<file path="config.mk">
export PLATFORM = sky130hd
export DESIGN_NAME = zigzag_diagonal_scan_core
export DESIGN_NICKNAME = d
export VERILOG_FILES = /design/src/rtl/zds_pkg.sv /design/src/rtl/zds_load.sv /design/src/rtl/zds_cmd_fifo.sv /design/src/rtl/zds_scan.sv /design/src/rtl/zigzag_diagonal_scan_core.sv
export SDC_FILE = /design/constraint.sdc
export NUM_CORES = 2
export LEC_CHECK = 0
export ABC_AREA = 1
export BUFFER_PORTS_ARGS = -buffer_cell sky130_fd_sc_hd__buf_4
export CAP_MARGIN = 0
export CORE_MARGIN = 3
export CORE_UTILIZATION = 25
export DETAILED_ROUTE_END_ITERATION = 8
export SKIP_LAST_GASP = 1
export SYNTH_ARGS = -nofsm -noshare
export SYNTH_HDL_FRONTEND = slang
export SYNTH_SLANG_ARGS = --single-unit
</file>
<file path="constraint.sdc">
create_clock -name aclk -period 5.31 [get_ports aclk]
set_input_delay 0.7965 -clock aclk [delete_from_list [all_inputs] [get_ports aclk]]
set_output_delay 0.7965 -clock aclk [all_outputs]
set_load 0.03 [all_outputs]
</file>
<file path="src/rtl/zds_pkg.sv">
`default_nettype none
package zds_pkg;

    localparam int SIZE_W    = 4;
    localparam int REG_IDX_W = 1;

    localparam logic [REG_IDX_W-1:0] REG_ROW_COUNT = 1'b0;
    localparam logic [REG_IDX_W-1:0] REG_COL_COUNT = 1'b1;

    localparam logic [SIZE_W-1:0] SIZE_RESET = 4'd8;

    typedef struct packed {
        logic [SIZE_W-1:0] rows;
        logic [SIZE_W-1:0] cols;
    } scan_cmd_t;

    typedef enum logic {
        SCAN_IDLE,
        SCAN_RUN
    } scan_state_t;

endpackage
`default_nettype wire

</file>
<file path="src/rtl/zds_load.sv">
`default_nettype none
module zds_load
    import zds_pkg::*;
#(
    parameter int MAX_ROWS   = 8,
    parameter int MAX_COLS   = 8,
    parameter int DATA_WIDTH = 32
) (
    input  wire logic                  aclk,
    input  wire logic                  aresetn,
    input  wire logic [SIZE_W-1:0]     row_count,
    input  wire logic [SIZE_W-1:0]     col_count,
    input  wire logic                  s_valid,
    output logic                       s_ready,
    input  wire logic [DATA_WIDTH-1:0] s_element_value,
    output logic                       wr_en,
    output logic [((MAX_ROWS*MAX_COLS > 1) ? $clog2(MAX_ROWS*MAX_COLS) : 1)-1:0] wr_addr,
    output logic [DATA_WIDTH-1:0]      wr_data,
    output logic                       cmd_push,
    output scan_cmd_t                  cmd,
    input  wire logic                  cmd_full,
    input  wire logic                  scan_done
);

    localparam int DEPTH  = MAX_ROWS * MAX_COLS;
    localparam int ADDR_W = (DEPTH > 1) ? $clog2(DEPTH) : 1;
    localparam int TOT_W  = 2 * SIZE_W;

    logic [ADDR_W-1:0] load_count_reg;
    logic [ADDR_W-1:0] load_count_next;
    logic              busy_reg;
    logic              busy_next;
    logic [SIZE_W-1:0] rows_eff;
    logic [SIZE_W-1:0] cols_eff;
    logic [TOT_W-1:0]  total;
    logic [TOT_W-1:0]  count_inc;
    logic              accept;
    logic              emit;

    assign rows_eff = (row_count == '0) ? SIZE_W'(1) :
                      (row_count > SIZE_W'(MAX_ROWS)) ? SIZE_W'(MAX_ROWS) : row_count;
    assign cols_eff = (col_count == '0) ? SIZE_W'(1) :
                      (col_count > SIZE_W'(MAX_COLS)) ? SIZE_W'(MAX_COLS) : col_count;

    assign total     = TOT_W'(rows_eff) * TOT_W'(cols_eff);
    assign count_inc = TOT_W'(load_count_reg) + TOT_W'(1);

    assign s_ready = !busy_reg && !cmd_full;
    assign accept  = s_valid && s_ready;
    assign emit    = count_inc >= total;

    assign wr_en    = accept;
    assign wr_addr  = load_count_reg;
    assign wr_data  = s_element_value;
    assign cmd_push = accept && emit;
    assign cmd      = '{rows: rows_eff, cols: cols_eff};

    always_comb begin
        load_count_next = load_count_reg;
        if (accept) begin
            load_count_next = emit ? '0 : count_inc[ADDR_W-1:0];
        end
    end

    // hold off loading until the scan has read the whole store
    always_comb begin
        busy_next = busy_reg;
        if (cmd_push) begin
            busy_next = 1'b1;
        end else if (scan_done) begin
            busy_next = 1'b0;
        end
    end

    always_ff @(posedge aclk) begin
        if (!aresetn) begin
            load_count_reg <= '0;
            busy_reg       <= 1'b0;
        end else begin
            load_count_reg <= load_count_next;
            busy_reg       <= busy_next;
        end
    end

endmodule
`default_nettype wire

</file>
<file path="src/rtl/zds_cmd_fifo.sv">
`default_nettype none
module zds_cmd_fifo
    import zds_pkg::*;
(
    input  wire logic      aclk,
    input  wire logic      aresetn,
    input  wire logic      push,
    input  wire scan_cmd_t din,
    output logic           full,
    input  wire logic      pop,
    output logic           valid,
    output scan_cmd_t      dout
);

    localparam int FIFO_DEPTH = 2;
    localparam int PTR_W      = $clog2(FIFO_DEPTH);
    localparam int CNT_W      = $clog2(FIFO_DEPTH + 1);

    scan_cmd_t         entry_reg [FIFO_DEPTH];
    logic [PTR_W-1:0]  wr_ptr_reg;
    logic [PTR_W-1:0]  wr_ptr_next;
    logic [PTR_W-1:0]  rd_ptr_reg;
    logic [PTR_W-1:0]  rd_ptr_next;
    logic [CNT_W-1:0]  cnt_reg;
    logic [CNT_W-1:0]  cnt_next;
    logic              do_push;
    logic              do_pop;

    assign full    = cnt_reg == CNT_W'(FIFO_DEPTH);
    assign valid   = cnt_reg != '0;
    assign dout    = entry_reg[rd_ptr_reg];
    assign do_push = push && !full;
    assign do_pop  = pop && valid;

    always_comb begin
        wr_ptr_next = do_push ? wr_ptr_reg + PTR_W'(1) : wr_ptr_reg;
        rd_ptr_next = do_pop ? rd_ptr_reg + PTR_W'(1) : rd_ptr_reg;
        cnt_next    = cnt_reg;
        if (do_push && !do_pop) begin
            cnt_next = cnt_reg + CNT_W'(1);
        end else if (do_pop && !do_push) begin
            cnt_next = cnt_reg - CNT_W'(1);
        end
    end

    always_ff @(posedge aclk) begin
        if (do_push) begin
            entry_reg[wr_ptr_reg] <= din;
        end
    end

    always_ff @(posedge aclk) begin
        if (!aresetn) begin
            wr_ptr_reg <= '0;
            rd_ptr_reg <= '0;
            cnt_reg    <= '0;
        end else begin
            wr_ptr_reg <= wr_ptr_next;
            rd_ptr_reg <= rd_ptr_next;
            cnt_reg    <= cnt_next;
        end
    end

endmodule
`default_nettype wire

</file>
<file path="src/rtl/zds_scan.sv">
`default_nettype none
module zds_scan
    import zds_pkg::*;
#(
    parameter int MAX_ROWS   = 8,
    parameter int MAX_COLS   = 8,
    parameter int DATA_WIDTH = 32
) (
    input  wire logic                  aclk,
    input  wire logic                  aresetn,
    input  wire logic                  cmd_valid,
    input  wire scan_cmd_t             cmd,
    output logic                       cmd_pop,
    input  wire logic                  wr_en,
    input  wire logic [((MAX_ROWS*MAX_COLS > 1) ? $clog2(MAX_ROWS*MAX_COLS) : 1)-1:0] wr_addr,
    input  wire logic [DATA_WIDTH-1:0] wr_data,
    output logic                       scan_done,
    output logic                       m_valid,
    input  wire logic                  m_ready,
    output logic [DATA_WIDTH-1:0]      m_scan_value,
    output logic                       m_scan_last
);

    localparam int DEPTH    = MAX_ROWS * MAX_COLS;
    localparam int ADDR_W   = (DEPTH > 1) ? $clog2(DEPTH) : 1;
    localparam int LIN_W    = 2 * SIZE_W;
    localparam int OB_DEPTH = 2;
    localparam int OB_PTR_W = $clog2(OB_DEPTH);
    localparam int OB_CNT_W = $clog2(OB_DEPTH + 1);

    function automatic logic [SIZE_W-1:0] diag_lo(input logic [SIZE_W-1:0] d,
                                                  input logic [SIZE_W-1:0] n_cols);
        logic [SIZE_W-1:0] d1;
        d1 = d + SIZE_W'(1);
        return (d1 > n_cols) ? d1 - n_cols : '0;
    endfunction

    function automatic logic [SIZE_W-1:0] diag_hi(input logic [SIZE_W-1:0] d,
                                                  input logic [SIZE_W-1:0] n_rows);
        logic [SIZE_W-1:0] rm1;
        rm1 = n_rows - SIZE_W'(1);
        return (d < rm1) ? d : rm1;
    endfunction

    logic [DATA_WIDTH-1:0] mem [DEPTH];

    scan_state_t           state_reg;
    scan_state_t           state_next;
    logic [SIZE_W-1:0]     rows_reg;
    logic [SIZE_W-1:0]     cols_reg;
    logic [SIZE_W-1:0]     d_reg;
    logic [SIZE_W-1:0]     r_reg;
    logic                  pend_reg;
    logic                  pend_last_reg;
    logic [DATA_WIDTH-1:0] rd_data_reg;
    logic [DATA_WIDTH-1:0] ob_value_reg [OB_DEPTH];
    logic                  ob_last_reg [OB_DEPTH];
    logic [OB_PTR_W-1:0]   ob_wr_ptr_reg;
    logic [OB_PTR_W-1:0]   ob_rd_ptr_reg;
    logic [OB_CNT_W-1:0]   ob_cnt_reg;
    logic [OB_CNT_W-1:0]   ob_cnt_next;

    logic [SIZE_W-1:0]     lo_cur;
    logic [SIZE_W-1:0]     hi_cur;
    logic [SIZE_W-1:0]     d_nx;
    logic [SIZE_W-1:0]     lo_nx;
    logic [SIZE_W-1:0]     hi_nx;
    logic [SIZE_W-1:0]     last_d;
    logic                  diag_end;
    logic                  last_item;
    logic [LIN_W-1:0]      lin;
    logic [ADDR_W-1:0]     rd_addr;
    logic [OB_CNT_W-1:0]   occ;
    logic                  ob_pop;
    logic                  space;
    logic                  issue;

    assign lo_cur    = diag_lo(d_reg, cols_reg);
    assign hi_cur    = diag_hi(d_reg, rows_reg);
    assign d_nx      = d_reg + SIZE_W'(1);
    assign lo_nx     = diag_lo(d_nx, cols_reg);
    assign hi_nx     = diag_hi(d_nx, rows_reg);
    assign last_d    = rows_reg + cols_reg - SIZE_W'(2);
    assign diag_end  = d_reg[0] ? (r_reg == hi_cur) : (r_reg == lo_cur);
    assign last_item = diag_end && (d_reg == last_d);

    assign lin     = LIN_W'(r_reg) * LIN_W'(cols_reg) + LIN_W'(d_reg - r_reg);
    assign rd_addr = lin[ADDR_W-1:0];

    assign m_valid      = ob_cnt_reg != '0;
    assign m_scan_value = ob_value_reg[ob_rd_ptr_reg];
    assign m_scan_last  = ob_last_reg[ob_rd_ptr_reg];
    assign ob_pop       = m_valid && m_ready;
    assign occ          = ob_cnt_reg + OB_CNT_W'(pend_reg);
    assign space        = (occ < OB_CNT_W'(OB_DEPTH)) || ob_pop;

    always_comb begin
        state_next = state_reg;
        unique case (state_reg)
            SCAN_IDLE: begin
                if (cmd_valid) begin
                    state_next = SCAN_RUN;
                end
            end
            SCAN_RUN: begin
                if (space && last_item) begin
                    state_next = SCAN_IDLE;
                end
            end
            default: state_next = SCAN_IDLE;
        endcase
    end

    always_comb begin
        cmd_pop   = 1'b0;
        issue     = 1'b0;
        unique case (state_reg)
            SCAN_IDLE: cmd_pop = cmd_valid;
            SCAN_RUN:  issue   = space;
            default: begin
                cmd_pop = 1'b0;
                issue   = 1'b0;
            end
        endcase
        scan_done = issue && last_item;
    end

    always_ff @(posedge aclk) begin
        if (!aresetn) begin
            state_reg <= SCAN_IDLE;
        end else begin
            state_reg <= state_next;
        end
    end

    // walk the diagonals: even ones upward, odd ones downward
    always_ff @(posedge aclk) begin
        if (cmd_pop) begin
            rows_reg <= cmd.rows;
            cols_reg <= cmd.cols;
            d_reg    <= '0;
            r_reg    <= '0;
        end else if (issue) begin
            if (diag_end) begin
                d_reg <= d_nx;
                r_reg <= d_nx[0] ? lo_nx : hi_nx;
            end else begin
                r_reg <= d_reg[0] ? r_reg + SIZE_W'(1) : r_reg - SIZE_W'(1);
            end
        end
    end

    always_ff @(posedge aclk) begin
        if (wr_en) begin
            mem[wr_addr] <= wr_data;
        end
    end

    always_ff @(posedge aclk) begin
        if (issue) begin
            rd_data_reg   <= mem[rd_addr];
            pend_last_reg <= last_item;
        end
    end

    always_ff @(posedge aclk) begin
        if (pend_reg) begin
            ob_value_reg[ob_wr_ptr_reg] <= rd_data_reg;
            ob_last_reg[ob_wr_ptr_reg]  <= pend_last_reg;
        end
    end

    always_comb begin
        ob_cnt_next = ob_cnt_reg;
        if (pend_reg && !ob_pop) begin
            ob_cnt_next = ob_cnt_reg + OB_CNT_W'(1);
        end else if (ob_pop && !pend_reg) begin
            ob_cnt_next = ob_cnt_reg - OB_CNT_W'(1);
        end
    end

    always_ff @(posedge aclk) begin
        if (!aresetn) begin
            pend_reg      <= 1'b0;
            ob_wr_ptr_reg <= '0;
            ob_rd_ptr_reg <= '0;
            ob_cnt_reg    <= '0;
        end else begin
            pend_reg <= issue;
            if (pend_reg) begin
                ob_wr_ptr_reg <= ob_wr_ptr_reg + OB_PTR_W'(1);
            end
            if (ob_pop) begin
                ob_rd_ptr_reg <= ob_rd_ptr_reg + OB_PTR_W'(1);
            end
            ob_cnt_reg <= ob_cnt_next;
        end
    end

endmodule
`default_nettype wire

</file>
<file path="src/rtl/zigzag_diagonal_scan_core.sv">
// Loading takes one word per cycle while s_ready is high; the word that completes the
// matrix is accepted at once. The first scan word passes through the command queue, the
// store read register and the output buffer; the scan then yields one word per cycle while
// m_ready stays high, read from the element store. Loading resumes once the last store
// read of the scan is issued.
// Reset (aresetn low, synchronous): sizes return to 8 by 8, load count and queues clear.
`default_nettype none
module zigzag_diagonal_scan_core
    import zds_pkg::*;
#(
    parameter int MAX_ROWS   = 8,
    parameter int MAX_COLS   = 8,
    parameter int DATA_WIDTH = 32
) (
    input  wire logic                  aclk,
    input  wire logic                  aresetn,
    input  wire logic                  psel,
    input  wire logic                  penable,
    input  wire logic                  pwrite,
    input  wire logic [2:0]            paddr,
    input  wire logic [31:0]           pwdata,
    output logic [31:0]                prdata,
    output logic                       pready,
    input  wire logic                  s_valid,
    output logic                       s_ready,
    input  wire logic [DATA_WIDTH-1:0] s_element_value,
    output logic                       m_valid,
    input  wire logic                  m_ready,
    output logic [DATA_WIDTH-1:0]      m_scan_value,
    output logic                       m_scan_last
);

    localparam int DEPTH  = MAX_ROWS * MAX_COLS;
    localparam int ADDR_W = (DEPTH > 1) ? $clog2(DEPTH) : 1;

    logic [SIZE_W-1:0]     row_count_reg;
    logic [SIZE_W-1:0]     col_count_reg;
    logic [REG_IDX_W-1:0]  reg_idx;
    logic                  cfg_wr;

    logic                  wr_en;
    logic [ADDR_W-1:0]     wr_addr;
    logic [DATA_WIDTH-1:0] wr_data;
    logic                  cmd_push;
    scan_cmd_t             cmd_in;
    logic                  cmd_full;
    logic                  cmd_valid;
    scan_cmd_t             cmd_out;
    logic                  cmd_pop;
    logic                  scan_done;

    assign pready  = 1'b1;
    assign reg_idx = paddr[2];
    assign cfg_wr  = psel && penable && pwrite && pready;

    always_comb begin
        prdata = '0;
        unique case (reg_idx)
            REG_ROW_COUNT: prdata = 32'(row_count_reg);
            REG_COL_COUNT: prdata = 32'(col_count_reg);
            default:       prdata = '0;
        endcase
    end

    always_ff @(posedge aclk) begin
        if (!aresetn) begin
            row_count_reg <= SIZE_RESET;
            col_count_reg <= SIZE_RESET;
        end else if (cfg_wr) begin
            unique case (reg_idx)
                REG_ROW_COUNT: row_count_reg <= pwdata[SIZE_W-1:0];
                REG_COL_COUNT: col_count_reg <= pwdata[SIZE_W-1:0];
                default: begin
                    row_count_reg <= row_count_reg;
                end
            endcase
        end
    end

    zds_load #(
        .MAX_ROWS   (MAX_ROWS),
        .MAX_COLS   (MAX_COLS),
        .DATA_WIDTH (DATA_WIDTH)
    ) u_load (
        .aclk            (aclk),
        .aresetn         (aresetn),
        .row_count       (row_count_reg),
        .col_count       (col_count_reg),
        .s_valid         (s_valid),
        .s_ready         (s_ready),
        .s_element_value (s_element_value),
        .wr_en           (wr_en),
        .wr_addr         (wr_addr),
        .wr_data         (wr_data),
        .cmd_push        (cmd_push),
        .cmd             (cmd_in),
        .cmd_full        (cmd_full),
        .scan_done       (scan_done)
    );

    zds_cmd_fifo u_cmd_fifo (
        .aclk    (aclk),
        .aresetn (aresetn),
        .push    (cmd_push),
        .din     (cmd_in),
        .full    (cmd_full),
        .pop     (cmd_pop),
        .valid   (cmd_valid),
        .dout    (cmd_out)
    );

    zds_scan #(
        .MAX_ROWS   (MAX_ROWS),
        .MAX_COLS   (MAX_COLS),
        .DATA_WIDTH (DATA_WIDTH)
    ) u_scan (
        .aclk         (aclk),
        .aresetn      (aresetn),
        .cmd_valid    (cmd_valid),
        .cmd          (cmd_out),
        .cmd_pop      (cmd_pop),
        .wr_en        (wr_en),
        .wr_addr      (wr_addr),
        .wr_data      (wr_data),
        .scan_done    (scan_done),
        .m_valid      (m_valid),
        .m_ready      (m_ready),
        .m_scan_value (m_scan_value),
        .m_scan_last  (m_scan_last)
    );

endmodule
`default_nettype wire

</file>
==> reports/summary.txt <==
Status - completed
Core ar. - 353200 sq um
Hold Crit Start - pwdata[3]
Class of the worst hold path - input pin to register
Drt initial violations - 6969
H-tree depth - 4
DP Wirelength - 141.4 mm
Commonest non-fill, non-tap cell in the layout - edfxtp_1
Slew Limit Fails - 0
R2R cell count - 16
Layout cell share with drive strength beyond 1 - 0.09966
Minimum clock period - 4.922 ns
Hold Vio Cnt, Final - 0
Total iterations of the first detailed-routing run - 6
Stages on the worst setup path - 16
Synthesized cell area - 88850 sq um
Resize count post-CTS - 0
Seq/Total Area, Yosys - 0.7414
Hold Buf Count CTS - 0
Origin of the worst setup path - u_scan.cols_reg[1]$_DFFE_PP_
Tcrit/Tclk final - 0.9269
Crit path max-delay family - adder cells
Setup Fix Bufs, Post-CTS - 0
Cts bufs inserted - 220
RSZ-0062 raised after global routing - false
Clock latency on the worst-skew pair - 0.85 ns
Initial Utilization - 0.2515
Crit start category - register
Slowest CP cell - o211ai_1
Root buf cell - clkbuf_16
Final setup viols - 0
Final antenna-violating net count - 0
Asr flop ratio synth - 0
Via count - 57210
CP required - 5.87 ns
Initial antenna violation count - 17
Tot GR Track Use - 0.1310
Clock Skew - 0.04656 ns
Max cap viols - 0
Worst path cell trace - nand2_1 > inv_1 > fa_1 > inv_1 > fa_1 > inv_1 > fa_1 > ha_1 > xnor2_4 > buf_12 > inv_4 > buf_12 > o21ai_0 > o22ai_1 > o211ai_1 > nand2_1
Setup CP Type - register to register
Flops & latches, synth - 2205
Num rows - 218
Setup TNS - 0 ns
Die Wd - 602.2 um
WL/cell - 21.03 um
Congestion Overflow GR - 0
Die Footprint - 362600 sq um
Max stage delay on crit path - 0.67 ns
First-pass GRT wire length - 363.1 mm
Hold Crit Depth - 3
CTS tree - built
Area growth syn-to-layout - 15.42%
Maximum clock rate - 0.2032 GHz
Yosys warning total - 0
Pre-CTS WS - 0.5306 ns
Most frequent cells in the layout - 2171 x edfxtp_1, 1232 x nor2_1, 1142 x o21ai_0, 563 x o22ai_1, 451 x nand2_1
Crit. End Element - register
Count of cell types in the netlist - 52
Fill cells - 35230
CTS Sinks - 2205
Slew margin rel. - 0.2244
I/O Buffers - 82
I/O pins - 142
Reg clk slew, reported paths - 0.06 ns
Register area - 65870 sq um
Max Buffers Root-to-Sink - 3
Final net count - 7036
Fin util - 0.2903
Footprint of the multi-input gates - 20550 sq um
Buf/Inv on CP - 6
RD Place Congestion - 0.8188
Vias in the first global route - 54800
Worst-margin pin slew - 1.161 ns
Max reg flops - 2048
Post-synth EDFFs - 2171
Largest net degree at the start of global routing - 201
Total Routed Length - 248.3 mm
Via-per-instance ratio - 4.845
Syn_area_per_cell - 12.97 sq um
Main flop type after synthesis - edfxtp_1
Setup WS post-layout - 0.3881 ns
R2R Path Start - u_scan.cols_reg[1]$_DFFE_PP_
CP max FO - 26
Synth Instances - 6849
Remaining DRCs - 0
Die Ht - 602.2 um
Data arrival time of the critical path - 5.48 ns
## cell usage after synthesis, types with 3 or more instances
cell      count  area share
or2_1         6     0.00042
buf_4        78      0.0066
xnor2_1      16      0.0016
clkbuf_2      3     0.00017
o21ai_1      67      0.0038
a31oi_1       6     0.00042
fa_1         16      0.0036
nand2_1     451       0.019
nand3_1     145      0.0082
buf_1        15     0.00063
nor2_1     1296       0.055
mux2_2       33      0.0042
dfxtp_1      34      0.0077
and2_1        5     0.00035
inv_2         3     0.00013
o21ai_0    1142       0.064
nand4_1       6     0.00042
ha_1         59      0.0083
nand3b_1      3     0.00025
buf_2       108      0.0061
nor3_1       16     0.00090
clkbuf_1    244       0.010
o221ai_1      3     0.00030
a21oi_1     107      0.0060
inv_1       120      0.0051
o211ai_1     28      0.0024
o22ai_1     563       0.040
edfxtp_1   2171        0.73
buf_6        40      0.0051
or3_1        19      0.0013
xor2_1       15      0.0015
## routing by layer
layer  vias up  global-route usage  routed length, um
li1      25340                   -                  -
met1     28830              0.1811             104600
met2      2647              0.2135             116600
met3       382             0.02138              21720
met4        12             0.03280               5387
met5         -                   0                 77
## per-stage QoR
stage / hold slack [ns] / instances / cell area, sq um
final: 0.1932 / 11810 / 102600
after global routing: 0.1561 / 11800 / 102500
after CTS: 0.1305 / 11800 / 102500
after detailed placement: 0.4438 / 11400 / 95500
after global placement: 0.4363 / 11400 / 95500
after floorplan: 0.4215 / 6876 / 88950
## worst reg2reg max path, cell delays in order (launching register included)
cell	delay, ns
edfxtp_1	0.47
nand2_1	0.11
inv_1	0.07
fa_1	0.55
inv_1	0.05
fa_1	0.47
inv_1	0.05
fa_1	0.44
ha_1	0.40
xnor2_4	0.22
buf_12	0.23
inv_4	0.23
buf_12	0.22
o21ai_0	0.18
o22ai_1	0.17
o211ai_1	0.67
nand2_1	0.11
## final timing paths
path,end,slack (ns)
setup / recovery,u_scan.rd_data_reg[16]$_DFFE_PP_,0.39
hold / removal,col_count_reg[3]$_SDFFE_PN1P_,0.19
setup reg to reg,u_scan.rd_data_reg[16]$_DFFE_PP_,0.39
hold reg to reg,u_scan.ob_rd_ptr_reg$_SDFFE_PN0P_,0.45
## final cells by class
class / instances / share of cell area
repair buffers: 279 / 0.02579
clock inverters: 144 / 0.01208
inverters: 127 / 0.005027
clock buffers: 265 / 0.05656
flip-flops and latches: 2205 / 0.6424
multi-input cells: 4054 / 0.2004
well taps: 4730 / 0.05771
diodes: 5 / 0.0001220
## logic make-up (layout without fill, tap and decap cells)
logic type                 count (synthesis)  count (layout)  share of synthesized area
DFF                                     2205            2205                     0.7414
and+or+nand+nor                         1952            1952                    0.08611
AOI/OAI and AO/OA                       1932            1932                     0.1183
buffers and inverters                    617             815                    0.03460
adders and majority gates                 75              75                    0.01191
xor gates and xnor gates                  33              33                   0.003422
muxes                                     33              33                   0.004182
other                                      2              34                 0.00008452
Power is left out: the tool's default activity adds up to more than one toggle a clock period on the data nets, which glitch-free logic cannot reach.
